$ cat src/pr_pkg.sv
`default_nettype none
package pr_pkg;

    // Default configuration
    localparam int ROTATION_STEPS_DEF = 16;
    localparam int FRACTION_BITS_DEF  = 16;

    // Datapath widths: coordinates carry 24 guard bits, angle is Q30 radians
    localparam int GUARD_BITS = 24;
    localparam int XY_W       = 59;
    localparam int Z_W        = 33;

    // 1/(2 pi) in Q64, pi/2 in Q30, inverse CORDIC gain in Q30
    localparam logic [63:0] INV_TWO_PI_Q64  = 64'h28BE_60DB_9391_054A;
    localparam logic signed [31:0] HALF_PI_Q30 = 32'sd1686629713;
    localparam longint GAIN_INV_Q30    = 64'd652032874;
    localparam longint GAIN_TWO_THIRDS = (GAIN_INV_Q30 * 2) / 3;

    typedef struct packed {
        logic signed [XY_W-1:0] x;
        logic signed [XY_W-1:0] y;
        logic signed [Z_W-1:0]  z;
    } pr_vec_t;

    // Arctangent of 2^-i in Q30 radians
    function automatic logic signed [Z_W-1:0] pr_atan(input int i);
        logic signed [Z_W-1:0] a;
        case (i)
            0:  a = 33'sd843314857;
            1:  a = 33'sd497837829;
            2:  a = 33'sd263043837;
            3:  a = 33'sd133525159;
            4:  a = 33'sd67021687;
            5:  a = 33'sd33543516;
            6:  a = 33'sd16775851;
            7:  a = 33'sd8388437;
            8:  a = 33'sd4194283;
            9:  a = 33'sd2097149;
            10: a = 33'sd1048576;
            11: a = 33'sd524288;
            12: a = 33'sd262144;
            13: a = 33'sd131072;
            14: a = 33'sd65536;
            15: a = 33'sd32768;
            16: a = 33'sd16384;
            17: a = 33'sd8192;
            18: a = 33'sd4096;
            19: a = 33'sd2048;
            20: a = 33'sd1024;
            21: a = 33'sd512;
            22: a = 33'sd256;
            23: a = 33'sd128;
            24: a = 33'sd64;
            25: a = 33'sd32;
            26: a = 33'sd16;
            27: a = 33'sd8;
            28: a = 33'sd4;
            29: a = 33'sd2;
            default: a = '0;
        endcase
        return a;
    endfunction

endpackage
`default_nettype wire

$ cat src/pr_cell.sv
`default_nettype none
module pr_cell #(
    parameter int STEP = 0
) (
    input  wire logic         aclk,
    input  wire logic         aresetn,
    input  wire logic         in_valid,
    output logic              in_ready,
    input  wire pr_pkg::pr_vec_t in_vec,
    output logic              out_valid,
    input  wire logic         out_ready,
    output pr_pkg::pr_vec_t   out_vec
);
    import pr_pkg::*;

    localparam logic signed [Z_W-1:0] ATAN = pr_atan(STEP);

    logic    valid_reg;
    pr_vec_t vec_reg, vec_next;
    logic signed [XY_W-1:0] dx, dy;

    assign in_ready  = !valid_reg || out_ready;
    assign out_valid = valid_reg;
    assign out_vec   = vec_reg;

    assign dx = in_vec.y >>> STEP;
    assign dy = in_vec.x >>> STEP;

    // rotate toward zero residual angle
    always_comb begin
        if (!in_vec.z[Z_W-1]) begin
            vec_next.x = in_vec.x - dx;
            vec_next.y = in_vec.y + dy;
            vec_next.z = in_vec.z - ATAN;
        end else begin
            vec_next.x = in_vec.x + dx;
            vec_next.y = in_vec.y - dy;
            vec_next.z = in_vec.z + ATAN;
        end
    end

    always_ff @(posedge aclk) begin
        if (!aresetn) begin
            valid_reg <= 1'b0;
        end else if (in_ready) begin
            valid_reg <= in_valid;
        end
    end

    always_ff @(posedge aclk) begin
        if (in_ready) begin
            vec_reg <= vec_next;
        end
    end

endmodule
`default_nettype wire

$ cat config.mk
export PLATFORM = sky130hd
export DESIGN_NAME = pr_cell
export DESIGN_NICKNAME = d
export VERILOG_FILES = /design/src/pr_pkg.sv /design/src/pr_cell.sv
export SDC_FILE = /design/constraint.sdc
export NUM_CORES = 1
export LEC_CHECK = 0
export ABC_CLOCK_PERIOD_IN_PS = 6700
export CORE_AREA = 2 2 216 165
export CTS_CLUSTER_DIAMETER = 120
export DETAILED_ROUTE_END_ITERATION = 10
export DIE_AREA = 0 0 218 167
export DONT_BUFFER_PORTS = 1
export GPL_TIMING_DRIVEN = 1
export HOLD_SLACK_MARGIN = 0.1
export PLACE_DENSITY = 0.61
export SETUP_SLACK_MARGIN = 0.1
export SYNTH_ARGS = -nofsm -noshare
export SYNTH_HDL_FRONTEND = slang
export SYNTH_SLANG_ARGS = --single-unit
$ cat constraint.sdc
create_clock -name aclk -period 6.7 [get_ports aclk]
set_input_delay 1.005 -clock aclk [delete_from_list [all_inputs] [get_ports aclk]]
set_output_delay 1.005 -clock aclk [all_outputs]
set_load 0.01 [all_outputs]
After elaboration in Yosys (flattened, before gate mapping):

Index checks and enable logic that the tools add are counted.
Widths: inputs -> output; s select.

* bits in registers: 152
* bits in latches: 0
* RAM bits: 0
* ROM bits: 0
* output and inout port bits: 153
* logic and storage cells: 12
* memories kept: 0

* $add $sub $neg: 5
* multipliers: 0
* divide/modulo/power cells: 0
* $lt $le $gt $ge: 0
* eq/ne operators: 0
* shifts and indexed selects: 0
* muxes and demuxes: 1
* bitwise logic cells: 0
* reductions and logical operators: 2

Operators by type and width (number)
* $mux 151: 1
* $sub 59x59->59: 2
* $add 59x59->59: 1
* $add 33x31->33 const B: 1
* $sub 33x31->33 const B: 1
* $logic_not 1->1: 1
* $logic_or 1x1->1: 1

Depth between registers and ports, before layout:

* depth after elaboration: 2
* gate-level depth with buffers: 16
* gate-level depth less buffers: 14

Least setup slack after synthesis:

Ideal clock, no wire load.

* kind: input to output
* from: input out_ready
* to: output in_ready
* data arrival time: 4.700 ns
* data required time: 5.695 ns
* setup slack: 0.995 ns
* stages on the path: 1
* cell sequence: nand2b_1

* longest elaborated chain between the ends: 1

Ends and longest elaborated chain
* start: declaration: RTL line pr_cell.sv:11 `input wire logic out_ready,`
* $logic_or 1x1->1: RTL line pr_cell.sv:22 `assign in_ready = !valid_reg || out_ready;`
* end: declaration: RTL line pr_cell.sv:8 `output logic in_ready,`

No other way between the ends.

==> results.sh <==
export IMPL_outcome="complete, no violations"
export IMPL_antenna_found_initial=0
export IMPL_cp_arrival_ps=4710
export IMPL_hold_path_class="input port to flop"
export IMPL_nets=2379
export IMPL_maxSlewViolCount=0
export IMPL_crit_family="compound AO/OA/AOI/OAI gates"
export IMPL_crit_start="in_vec[33]"
export IMPL_clock_latency_ps=460
export IMPL_max_slew_worst_pin_slew_ps=962
export IMPL_post_place_ws_ps=1770
export IMPL_synth_warnings=0
export IMPL_io_pins=308
export IMPL_totalPowerFinal_uw=3900
export IMPL_critPathBufInv=0
export IMPL_synthAdderAreaFrac_pct=15.6
export IMPL_grt_pass1_vias=14600
export IMPL_drive_above_1_share_pct=3.90
export IMPL_drt_iter0_markers=2149
export IMPL_rr_worst_depth=2
export IMPL_fp_dieW_um=218
export IMPL_ctsHoldBuffers=0
export IMPL_cts_sinks=151
export IMPL_clk_pin_slew_ps=70
export IMPL_synth_top_family_by_area="compound AO/OA/AOI/OAI gates"
export IMPL_num_antenna_cells=0
export IMPL_crit_cells=13
export IMPL_setup_viol=0
export IMPL_cp_start_kind="input port"
export IMPL_avgSynthCellArea_um2=8.15
export IMPL_cts_root_buf="clkbuf_16"
export IMPL_p_per_area_mw_per_mm2=219
export IMPL_cap_violations=0
export IMPL_synth_compound_area_share_pct=27.9
export IMPL_cts_max_path_buffers=2
export IMPL_rsz0062_at_grt="false"
export IMPL_hold_depth=2
export IMPL_syn_nets=2445
export IMPL_cts_htree_levels=4
export IMPL_synth_ff_type="edfxtp_1"
export IMPL_hp_start="in_valid"
export IMPL_ys_async_sr_fraction_pct=0
export IMPL_synth_distinct_cells=88
export IMPL_yosys_area_share_simple_pct=14.3
export IMPL_fin_util_pct=51.9
export IMPL_tns_ps=0
export IMPL_cp_data_required_time_ps=6900
export IMPL_port_buffers=0
export IMPL_grt_ovfl_total=0
export IMPL_vias_per_cell=6.44
export IMPL_crit_path_end_kind="flop"
export IMPL_r2r_start="out_valid"
export IMPL_start_util_pct=49.5
export IMPL_synth_cells=2081
export IMPL_yosysMostFrequentCell="a21oi_1"
export IMPL_synth_top_area_share_pct=26.6
export IMPL_fmax_ghz=0.222
export IMPL_synthTopCellsByCount="a21oi_1, ha_1, inv_1, nor2_1, edfxtp_1"
export IMPL_drc=0
export IMPL_num_vias=16000
export IMPL_yosys_area_top_type="edfxtp_1"
export IMPL_fin_crit_ps=4510
export IMPL_wirelength_mm=62.9
export IMPL_area_growth_pct=4.83
export IMPL_crit_fanout=6
export IMPL_gr_usage_all_layers_pct=33.7
export IMPL_p_leak_uw=0.00749
export IMPL_place_congestion=1.06
export IMPL_yosysSeqAreaShare_pct=26.7
export IMPL_synth_edf_count=150
export IMPL_clock_skew_final_ps=11.9
export IMPL_die_y_um=167
export IMPL_ir_drop_uv=135
export IMPL_ant_nets=0
export IMPL_numCtsBuffers=17
export IMPL_cts_tree="done"
export IMPL_yosys_top_cells_area="edfxtp_1, ha_1, a21oi_1, xnor2_1, inv_1"
export IMPL_slowest_stage="a211oi_2"
export IMPL_routedWlPerCell_um=25.3
export IMPL_grt_start_max_net_pins=162
export IMPL_ys_ff_latch=151
export IMPL_maxSlewHeadroom_pct=35.3
export IMPL_setup_slack_ps=2190
export IMPL_path_cells="ha_1, fa_1, nor2b_1, o21ai_0, o211ai_1, a211oi_2, o211ai_1, a21o_1, a211o_1, a31o_2, a41oi_1, a21oi_1, xnor2_1"
export IMPL_hold_viol_final=0
export IMPL_dpl_hpwl_mm=50.4
export IMPL_path_class="input port to flop"
export IMPL_post_route_period_util_pct=67.3
export IMPL_synth_xor_area_share_pct=7.44
export IMPL_cp_slowest_stage_delay_ps=560
export IMPL_dr_pass1_iters=6
export IMPL_cts_resized=0
export IMPL_cpMostUsedCell="o211ai_1"
export IMPL_core_area_mm2=0.0343
export IMPL_postCtsSetupRepairBufs=0
export IMPL_num_rows=59
export IMPL_grt_pass1_wl_mm=92.8
export IMPL_synth_mux_area_share_pct=1.24
export IMPL_die_area_mm2=0.0364
export IMPL_syn_area_mm2=0.0170
[worst reg2reg max path: stages, from the launching register on]
cell	delay (ps)
dfxtp_1	360
nand2b_4	540
buf_4	720
[layer usage]
layer	routed length, um	vias to the layer above	track usage, %
li1	-	7367	-
met1	29200	7655	51.6
met2	24900	907	45.4
met3	7210	83	9.22
met4	1540	0	9.61
met5	0	-	0
[flip-flops by register name, indices dropped and copies added, names as in the netlist]
signal,count
out_vec,150
out_valid,1
[logic make-up after synthesis]
logic type / count (synthesis)
adder cells (fa/ha/maj): 209
flip-flops: 151
multiplexers: 21
AO/OA/AOI/OAI: 744
XOR/XNOR: 144
AND/OR/NAND/NOR: 519
buffers and inverters: 293
[placed cells by master (no fill, tap or decap), types with 34 or more instances in the layout]
cell type  count
xnor2_1      126
ha_1         205
nand3_1       34
o21bai_1      46
a21oi_1      289
edfxtp_1     150
o21ai_0      129
nand4_1       39
inv_1        194
nor2_1       194
nand2_1      113
a21o_1        64
[final cells by class]
cell class / instances / area [um2]
fill: 3343 / 16500
multi-input combinational: 1637 / 11300
sequential: 151 / 4520
inverter: 202 / 758
tap: 457 / 572
clock buffer: 17 / 425
clock inverter: 15 / 156
timing repair buffer: 6 / 45.0
[per-stage QoR]
step           hold slack (ps)  cells  area, um2
2_1_floorplan             1140   2081      17000
3_3_place_gp              1140   2453      17200
3_5_place_dp              1160   2453      17200
4_1_cts                    664   2485      17800
5_1_grt                    685   2485      17800
6_report                   683   2485      17800
[path summary, 6_finish.rpt]
path                       to  slack, ps
setup / recovery  out_vec[87]       2190
hold / removal      out_valid        680
setup reg to reg  out_vec[41]       4610
hold reg to reg     out_valid       1130
[power by group]
group	total, uW	switching (uW)	internal [uW]	leakage, uW
clock network	999	472	528	0.000288
logic	1350	886	466	0.00564
registers	1550	225	1320	0.00156
Power figures use the tool's default switching activity.
