==> src/pr_pkg.sv <==
`default_nettype none
package pr_pkg;

    // Default configuration
    localparam int ROTATION_STEPS_DEF = 16;
    localparam int FRACTION_BITS_DEF  = 16;

    // Datapath widths: coordinates carry 24 guard bits, angle is Q30 radians
    localparam int GUARD_BITS = 24;
    localparam int XY_W       = 59;
    localparam int Z_W        = 33;

    // 1/(2 pi) in Q64, pi/2 in Q30, inverse CORDIC gain in Q30
    localparam logic [63:0] INV_TWO_PI_Q64  = 64'h28BE_60DB_9391_054A;
    localparam logic signed [31:0] HALF_PI_Q30 = 32'sd1686629713;
    localparam longint GAIN_INV_Q30    = 64'd652032874;
    localparam longint GAIN_TWO_THIRDS = (GAIN_INV_Q30 * 2) / 3;

    typedef struct packed {
        logic signed [XY_W-1:0] x;
        logic signed [XY_W-1:0] y;
        logic signed [Z_W-1:0]  z;
    } pr_vec_t;

    // Arctangent of 2^-i in Q30 radians
    function automatic logic signed [Z_W-1:0] pr_atan(input int i);
        logic signed [Z_W-1:0] a;
        case (i)
            0:  a = 33'sd843314857;
            1:  a = 33'sd497837829;
            2:  a = 33'sd263043837;
            3:  a = 33'sd133525159;
            4:  a = 33'sd67021687;
            5:  a = 33'sd33543516;
            6:  a = 33'sd16775851;
            7:  a = 33'sd8388437;
            8:  a = 33'sd4194283;
            9:  a = 33'sd2097149;
            10: a = 33'sd1048576;
            11: a = 33'sd524288;
            12: a = 33'sd262144;
            13: a = 33'sd131072;
            14: a = 33'sd65536;
            15: a = 33'sd32768;
            16: a = 33'sd16384;
            17: a = 33'sd8192;
            18: a = 33'sd4096;
            19: a = 33'sd2048;
            20: a = 33'sd1024;
            21: a = 33'sd512;
            22: a = 33'sd256;
            23: a = 33'sd128;
            24: a = 33'sd64;
            25: a = 33'sd32;
            26: a = 33'sd16;
            27: a = 33'sd8;
            28: a = 33'sd4;
            29: a = 33'sd2;
            default: a = '0;
        endcase
        return a;
    endfunction

endpackage
`default_nettype wire

==> src/pr_out.sv <==
`default_nettype none
module pr_out (
    input  wire logic         aclk,
    input  wire logic         aresetn,
    input  wire logic         in_valid,
    output logic              in_ready,
    input  wire pr_pkg::pr_vec_t in_vec,
    output logic              m_valid,
    input  wire logic         m_ready,
    output logic signed [31:0] m_rotated_x,
    output logic signed [31:0] m_rotated_y,
    output logic              m_saturated
);
    import pr_pkg::*;

    localparam logic signed [XY_W-1:0] MAX_V = XY_W'(64'sd2147483647);
    localparam logic signed [XY_W-1:0] MIN_V = ~MAX_V;
    localparam logic signed [XY_W-1:0] HALF  = XY_W'(64'sd1 <<< (GUARD_BITS - 1));

    logic valid_reg;
    logic signed [XY_W-1:0] rx, ry;
    logic signed [31:0] cx, cy;
    logic sat_x, sat_y;
    logic signed [31:0] x_reg, y_reg;
    logic sat_reg;

    assign in_ready    = !valid_reg || m_ready;
    assign m_valid     = valid_reg;
    assign m_rotated_x = x_reg;
    assign m_rotated_y = y_reg;
    assign m_saturated = sat_reg;

    // drop guard bits with round to nearest
    assign rx = (in_vec.x + HALF) >>> GUARD_BITS;
    assign ry = (in_vec.y + HALF) >>> GUARD_BITS;

    // clip to the 32-bit range
    always_comb begin
        sat_x = 1'b1;
        sat_y = 1'b1;
        if (rx > MAX_V) begin
            cx = 32'sh7FFF_FFFF;
        end else if (rx < MIN_V) begin
            cx = 32'sh8000_0000;
        end else begin
            cx = rx[31:0];
            sat_x = 1'b0;
        end
        if (ry > MAX_V) begin
            cy = 32'sh7FFF_FFFF;
        end else if (ry < MIN_V) begin
            cy = 32'sh8000_0000;
        end else begin
            cy = ry[31:0];
            sat_y = 1'b0;
        end
    end

    always_ff @(posedge aclk) begin
        if (!aresetn) begin
            valid_reg <= 1'b0;
        end else if (in_ready) begin
            valid_reg <= in_valid;
        end
    end

    always_ff @(posedge aclk) begin
        if (in_ready) begin
            x_reg   <= cx;
            y_reg   <= cy;
            sat_reg <= sat_x || sat_y;
        end
    end

endmodule
`default_nettype wire

==> config.mk <==
export PLATFORM = sky130hd
export DESIGN_NAME = pr_out
export DESIGN_NICKNAME = d
export VERILOG_FILES = /design/src/pr_pkg.sv /design/src/pr_out.sv
export SDC_FILE = /design/constraint.sdc
export NUM_CORES = 1
export LEC_CHECK = 0
export BUFFER_PORTS_ARGS = -buffer_cell sky130_fd_sc_hd__buf_2
export CAP_MARGIN = 20
export CORE_MARGIN = 4
export CORE_UTILIZATION = 45
export CTS_BUF_LIST = sky130_fd_sc_hd__clkbuf_4 sky130_fd_sc_hd__clkbuf_8 sky130_fd_sc_hd__clkbuf_16
export DETAILED_ROUTE_END_ITERATION = 7
export HOLD_SLACK_MARGIN = 0.1
export PLACE_DENSITY_LB_ADDON = 0.15
export SYNTH_ARGS = -nofsm -noshare
export SYNTH_HDL_FRONTEND = slang
export SYNTH_SLANG_ARGS = --single-unit
==> constraint.sdc <==
create_clock -name aclk -period 3.6 [get_ports aclk]
set_clock_uncertainty 0.05 [all_clocks]
set_input_delay 0.18 -clock aclk [delete_from_list [all_inputs] [get_ports aclk]]
set_output_delay 0.18 -clock aclk [all_outputs]
set_load 0.01 [all_outputs]
# After elaboration in Yosys (flattened, before gate mapping)
# Index checks and enable logic that the tools add are counted.
# Widths: inputs -> output; s select.
# op_classes
reduce_logical,3
n_lt_le_gt_ge,4
addsub,2
mux,6
# ops
operator,n
$add 59x25->59 const B,2
$gt 35x32->1 const B,2
$lt 35x32->1 const B,2
$mux 32,2
$mux 1,4
$logic_or 1x1->1,2
$logic_not 1->1,1
# totals
regBits,66
elab_cells,19
input_bits,155
out_inout_bits,67

# Logic depth before layout (Yosys ltp)
# Gate-level depths: netlist (run 1).
# logic_depth
depth_word,5
ltp_mapped,9
mapped_depth_nobuf,8

# Least setup slack after synthesis (run 1)
# OpenSTA, ideal clock, no wires.
# synth_path
path_type,reg2reg
from,"reg valid_reg, in the netlist m_valid"
to,"reg valid_reg, in the netlist m_valid"
slack_ns,1.169
path_buffers,0
required_ns,3.330
period_less_slack_ns,2.431
setup_ns,0.220
path_stages_with_launch,3
t_arrival_ns,2.161
path_cell_list,dfxtp_1 > nand2b_1 > a21boi_0
# synth_via
elab_chain_len,2
# synth_rtl
item,line,source
"start, declared",pr_out.sv:20,logic valid_reg;
"start signal, assigned",pr_out.sv:63,valid_reg <= in_valid;
$logic_not 1->1,pr_out.sv:27,assign in_ready = !valid_reg || m_ready;
$logic_or 1x1->1,pr_out.sv:27,
named net in_ready,pr_out.sv:6,"output logic in_ready,"
# The timed path passes the listed nets, and every way through them passes these cells.
# A chain may end at the register's enable or synchronous reset.

# Final worst setup path (run 1)
# layout_path
from,in in_vec[117] in the netlist's numbering
to,"reg x_reg[16], in the netlist m_rotated_x[16] (data pin)"
# layout_via
elab_chain_len,3
elab_cells_between_ends,4
classes_between,1 x add/sub; 2 x order compare; 1 x mux
# layout_rtl
item,line,source
"start, declared",pr_out.sv:7,"input wire pr_pkg::pr_vec_t in_vec,"
$add 59x25->59 (*),pr_out.sv:34,assign rx = (in_vec.x + HALF) >>> GUARD_BITS;
$lt 35x32->1,pr_out.sv:43,end else if (rx < MIN_V) begin
$mux 32,pr_out.sv:43,
"end signal, assigned",pr_out.sv:69,x_reg <= cx;
"end, declared",pr_out.sv:24,"logic signed [31:0] x_reg, y_reg;"
# Every way passes the cells marked *; elsewhere a longest branch is shown, timed or not.

==> results of run 1 <==
metal layers:
metal | vias up | GRT usage [%] | wire [um]
li1 | 1703 | - | -
met1 | 1583 | 23.3 | 3930
met2 | 129 | 32.4 | 4780
met3 | 9 | 5.37 | 810
met4 | 0 | 4.29 | 91
met5 | - | 0 | 0
kinds of logic (layout without fill, tap and decap cells):
logic type / after synthesis / after routing / share of synthesized area (%)
and+or+nand+nor: 149 / 149 / 21.5
AOI/OAI and AO/OA: 81 / 81 / 11.4
DFF: 66 / 66 / 49.9
xor gates and xnor gates: 62 / 62 / 13.7
buffers and inverters: 21 / 170 / 2.76
adders and majority gates: 2 / 2 / 0.633
synthesized netlist by cell type (6+ instances only):
| library cell | count |
|---|---|
| and3_1 | 14 |
| nand3_1 | 33 |
| o21ai_1 | 29 |
| xnor2_1 | 22 |
| nor2_1 | 18 |
| edfxtp_1 | 65 |
| o21ai_0 | 34 |
| clkbuf_1 | 6 |
| nor3_1 | 6 |
| nand4_1 | 15 |
| xor2_1 | 40 |
| nand2_1 | 30 |
worst paths after layout:
check	cells after the start	end	slack, ns	startpoint
hold reg to reg	1	m_rotated_x[12]	1.14	m_valid
setup reg to reg	3	m_valid	1.69	m_valid
hold / removal	3	m_rotated_x[12]	0.17	in_vec[128]
setup / recovery	8	m_rotated_x[16]	1.12	in_vec[117]
power by group through the flow:
| stage | clock, mW | combinational (mW) | sequential [mW] |
|---|---|---|---|
| after floorplan | 0 | 0.129 | 1.03 |
| after global placement | 0 | 0.343 | 0.978 |
| after detailed placement | 0 | 0.352 | 0.979 |
| after CTS | 0.626 | 0.355 | 0.964 |
| after global routing | 0.669 | 0.387 | 0.969 |
| final | 0.617 | 0.349 | 0.962 |
state kept, by name, summed over array words and instances, names as in the netlist:
name         cells
m_rotated_y     32
m_valid          1
m_rotated_x     32
m_saturated      1
layout make-up:
type | count | share of cell area [%]
Sequential cell | 66 | 39.8
Multi-Input combinational cell | 294 | 37.9
Timing Repair Buffer | 149 | 15.5
Clock buffer | 10 | 2.65
Tap cell | 105 | 2.65
Clock inverter | 6 | 1.16
Inverter | 5 | 0.379
per-stage QoR:
stage          area [sq um]  utilization, %  hold WS, ns
3_5_place_dp           4750            56.6        0.391
4_1_cts                4960            59.1        0.159
2_1_floorplan          3950               -        0.269
3_3_place_gp           4750            56.6        0.379
5_1_grt                4960            59.1        0.152
6_report               4960            59.1        0.169
what timing repair did:
action	CTS	global route
hold buffers	2	0
hold endpoints to repair	1	0
buffers inserted	0	0
tightest hold or removal path, cell delays in order:
cell and delay, ns:
buf_2 0.09, xnor2_1 0.07, o21ai_1 0.10
==> impl_metrics.env, run 1 <==
export IMPL_drc=0
export IMPL_gp_congestion=0.788
export IMPL_io_pins=222
export IMPL_hp_class="in2reg"
export IMPL_crit_top_cell="and3_1"
export IMPL_cp_top_family="simple AND/OR/NAND/NOR gates"
export IMPL_seq_power_share_pct=49.9
export IMPL_period_minus_slack_ns=2.48
export IMPL_clock_root_buffer="clkbuf_8"
export IMPL_synth_seq_cells=66
export IMPL_path_cells="buf_2 -> and3_1 -> nand4_2 -> nor4_1 -> o2111ai_1 -> and3_1 -> nand2_2 -> o21ai_1"
export IMPL_netlist_instances=381
export IMPL_maxSlewHeadroom_pct=39.4
export IMPL_final_common_cell="buf_2"
export IMPL_multi_input_area_sq_mm=0.00188
export IMPL_path_buf_inv=1
export IMPL_synth_async_reset_ratio_pct=0
export IMPL_p_sw_uw=523
export IMPL_powerDensity_mw_per_mm2=389
export IMPL_synth_top_area_share_pct=49.4
export IMPL_ys_warn_count=0
export IMPL_rows=33
export IMPL_fin_tns_setup_ns=0
export IMPL_grt_pass1_vias=3202
export IMPL_crit_path_top_delay_cell="nor4_1"
export IMPL_grtUsageTotal_pct=18.8
export IMPL_seq_area_frac_synth_pct=49.9
export IMPL_fin_ws_ns=1.12
export IMPL_start_util_pct=47.1
export IMPL_cp_required_ns=3.62
export IMPL_maxCapViolations=0
export IMPL_num_vias=3424
export IMPL_dp_cells=617
export IMPL_h_tree_depth=3
export IMPL_min_period_over_period_pct=69.0
export IMPL_cp_max_fo=30
export IMPL_layout_common_cells="142 x buf_2, 65 x edfxtp_1, 40 x xor2_1"
export IMPL_critPathArrivalTime_ns=2.50
export IMPL_wl_um=9610
export IMPL_clk_path_buf_depth=2
export IMPL_critPathMaxStageDelay_ns=0.63
export IMPL_drv_slew=0
export IMPL_cts_made_buffers=9
export IMPL_clock_sink_count=66
export IMPL_internal_power_mw=1.41
export IMPL_overflow=0
export IMPL_hpwl_um=7160
export IMPL_swShare_pct=27.1
export IMPL_vdd_drop_max_mv=0.207
export IMPL_die_x_um=102
export IMPL_synth_area_leaders="edfxtp_1 49%, xor2_1 8.9%, xnor2_1 4.9%"
export IMPL_clk_latency_ns=0.34
export IMPL_first_pass_iters=4
export IMPL_synth_nets=538
export IMPL_fmax_ghz=0.403
export IMPL_p_leak_nw=1.94
export IMPL_crit_path_start_kind="primary input"
export IMPL_yosysTopAreaCell="edfxtp_1"
export IMPL_cts_tree="built"
export IMPL_ctsResizeCount=0
export IMPL_finalHoldViolations=0
export IMPL_fin_nets=682
export IMPL_wire_per_inst_um=15.1
export IMPL_io_buffers=142
export IMPL_status="finished, final reports clean"
export IMPL_fp_dieH_um=102
export IMPL_regArea_sq_mm=0.00197
export IMPL_clkPwrFrac_pct=32.0
export IMPL_synth_cell_type_count=42
export IMPL_drtIter0Drc=92
export IMPL_fin_cells=635
export IMPL_dp_worst_setup_slack_ns=0.712
export IMPL_detail_route_antenna_nets=0
export IMPL_clkTransAtPathRegs_ns=0.08
export IMPL_grt_pass1_wl_um=15200
export IMPL_dieArea_sq_mm=0.0103
export IMPL_crit_path_end_kind="register"
export IMPL_ys_flop_type="edfxtp_1"
export IMPL_grt_max_degree=68
export IMPL_antenna_found_initial=0
export IMPL_p_comb_share_pct=18.1
export IMPL_nFillCells=758
export IMPL_power_mw=1.93
export IMPL_n_antenna_cell=0
export IMPL_via_per_inst=5.39
export IMPL_crit_type="in2reg"
export IMPL_syn_to_final_growth_pct=25.5
export IMPL_synth_edff_count=65
export IMPL_syn_area_sq_mm=0.00395
export IMPL_rsz0062_at_grt="no"
export IMPL_placeableCoreArea_sq_mm=0.00838
export IMPL_syn_area_per_cell_sq_um=10.4
export IMPL_drive_gt1_share_pct=34.2
export IMPL_tightest_slew_ns=0.909
export IMPL_finalSetupViolCount=0
No activity file was read; power rests on OpenSTA's default activity.
==> run 2, diff against run 1 <==
==> constraint.sdc (replaced) <==
create_clock -name aclk -period 2.6 [get_ports aclk]
set_clock_uncertainty 0.05 [all_clocks]
set_input_delay 0.13 -clock aclk [delete_from_list [all_inputs] [get_ports aclk]]
set_output_delay 0.13 -clock aclk [all_outputs]
set_load 0.01 [all_outputs]
==> run 2 against run 1 <==
Effect of this change: die area unchanged; total power up 33%; clock-buffer cell count down 1; critical endpoint is now m_rotated_x[23].
==> impl_metrics.env, run 2 (synthesized netlist as in run 1, its figures left out) <==
export IMPL_grt_max_degree=68
export IMPL_clock_root_buffer="clkbuf_8"
export IMPL_swShare_pct=28.2
export IMPL_powerDensity_mw_per_mm2=509
export IMPL_internal_power_mw=1.84
export IMPL_clkPwrFrac_pct=28.7
export IMPL_critPathArrivalTime_ns=2.63
export IMPL_period_minus_slack_ns=2.48
export IMPL_path_buf_inv=3
export IMPL_hold_slack_ns=0.105
export IMPL_via_per_inst=5.40
export IMPL_io_pins=222
export IMPL_first_pass_iters=4
export IMPL_dieArea_sq_mm=0.0103
export IMPL_drv_slew=0
export IMPL_clk_latency_ns=0.35
export IMPL_fin_nets=692
export IMPL_hp_class="in2reg"
export IMPL_hpwl_um=7360
export IMPL_fin_cells=644
export IMPL_placeableCoreArea_sq_mm=0.00838
export IMPL_gp_congestion=0.852
export IMPL_min_period_over_period_pct=95.5
export IMPL_io_buffers=142
export IMPL_placed_area_sq_mm=0.00482
export IMPL_fin_tns_setup_ns=0
export IMPL_grt_pass1_vias=3345
export IMPL_fin_util_pct=60.2
export IMPL_cts_made_buffers=9
export IMPL_clk_path_buf_depth=2
export IMPL_finalHoldViolations=0
export IMPL_reg2reg_depth=3
export IMPL_crit_type="in2reg"
export IMPL_design_area_sq_mm=0.00504
export IMPL_ff2ff_setup_slack_ns=0.61
export IMPL_drive_gt1_share_pct=35.4
export IMPL_vdd_drop_max_mv=0.276
export IMPL_nFillCells=756
export IMPL_detail_route_antenna_nets=0
export IMPL_cp_max_fo=24
export IMPL_crit_path_start_kind="primary input"
export IMPL_crit_path_end_kind="register"
export IMPL_finalSetupViolCount=0
export IMPL_seq_power_share_pct=51.8
export IMPL_power_mw=2.57
export IMPL_overflow=0
export IMPL_start_util_pct=47.1
export IMPL_cts_tree="built"
export IMPL_p_comb_share_pct=19.5
export IMPL_die_x_um=102
export IMPL_p_leak_nw=1.99
export IMPL_rows=33
export IMPL_grtUsageTotal_pct=19.2
export IMPL_fmax_ghz=0.403
export IMPL_drc=0
export IMPL_cp_top_family="simple AND/OR/NAND/NOR gates"
export IMPL_drtIter0Drc=107
export IMPL_critPathMaxStageDelay_ns=0.61
export IMPL_tightest_slew_ns=0.913
export IMPL_cp_required_ns=2.74
export IMPL_antenna_found_initial=0
export IMPL_maxCapViolations=0
export IMPL_crit_path_top_delay_cell="or4_4"
export IMPL_clock_sink_count=66
export IMPL_n_antenna_cell=0
export IMPL_fp_dieH_um=102
export IMPL_dp_cells=625
export IMPL_wire_per_inst_um=15.2
export IMPL_r2r_start="m_valid"
export IMPL_status="finished, final reports clean"
export IMPL_p_sw_uw=726
export IMPL_h_tree_depth=3
export IMPL_syn_to_final_growth_pct=27.7
export IMPL_cp_depth=10
export IMPL_r2r_end="m_valid"
export IMPL_cp_endpoint="m_rotated_x[23]"
export IMPL_maxSlewHeadroom_pct=39.1
export IMPL_clkTransAtPathRegs_ns=0.07
export IMPL_critPathLaunch="in_vec[134]"
export IMPL_cts_setup_buffers=0
export IMPL_final_common_cell="buf_2"
export IMPL_wl_um=9820
export IMPL_fin_ws_ns=0.116
export IMPL_path_cells="dlygate4sd3_1 -> buf_2 -> and3_2 -> nand4_4 -> or4_4 -> o211ai_2 -> and3_1 -> nand2_4 -> buf_12 -> o21ai_1"
export IMPL_grt_pass1_wl_um=15600
export IMPL_dp_worst_setup_slack_ns=0.181
export IMPL_num_vias=3479
export IMPL_layout_common_cells="142 x buf_2, 65 x edfxtp_1, 40 x xor2_1"
run 2: cell types whose count changed in the layout (fill, tap and decap cells not counted), sizes merged:
cell         change
dlygate4sd3      +2
clkbuf           -1
bufinv           -1
buf              +8
clkinvlp         +1
run 2: how the worst min path moves through the flow:
| stage | slack (ns) | cells past startpoint | to | from |
|---|---|---|---|---|
| final | 0.11 | 3 | m_rotated_x[8] | in_vec[124] |
| after global routing | 0.12 | 3 | m_rotated_x[8] | in_vec[124] |
| after CTS | 0.10 | 3 | m_rotated_x[8] | in_vec[124] |
| after detailed placement | 0.33 | 3 | m_valid | in_valid |
| after global placement | 0.33 | 3 | m_valid | in_valid |
| after floorplan | 0.22 | 2 | m_valid | in_valid |
run 2: power groups by stage:
stage	logic (mW)	clock network, mW	registers (mW)
finish	0.502	0.736	1.33
floorplan	0.179	0	1.42
CTS	0.506	0.753	1.33
detailed placement	0.499	0	1.36
global placement	0.487	0	1.35
global route	0.557	0.805	1.34
run 2: timing repair:
item | in CTS | in global routing
gates resized for setup | 0 | 6
setup endpoints to repair | 0 | 31
hold endpoints to repair | 3 | 0
hold buffers | 4 | 0
run 2: worst register-to-register path, stage by stage (launching register included):
cell           delay, ns
dfxtp_1             0.33
nand2b_4            0.64
a21boi_0            0.24
dlygate4sd3_1       0.61
run 2: per-layer routing:
layer | share of wire (%) | wire length (um) | track usage (%) | vias up
met5 | 0 | 0 | 0 | -
met4 | 2.2 | 218 | 7.87 | 0
met3 | 9.6 | 947 | 5.37 | 18
met2 | 49 | 4830 | 32.4 | 141
met1 | 39 | 3820 | 23.1 | 1594
li1 | - | - | - | 1726
run 2: layout make-up:
cell class                      count  area (sq um)  area share (%)
Clock buffer                        9           124            2.46
Clock inverter                      6          35.0           0.694
Timing Repair Buffer              159           861            17.1
Tap cell                          105           131            2.60
Inverter                            5          18.8           0.372
Multi-Input combinational cell    294          1900            37.7
Sequential cell                    66          1970            39.1
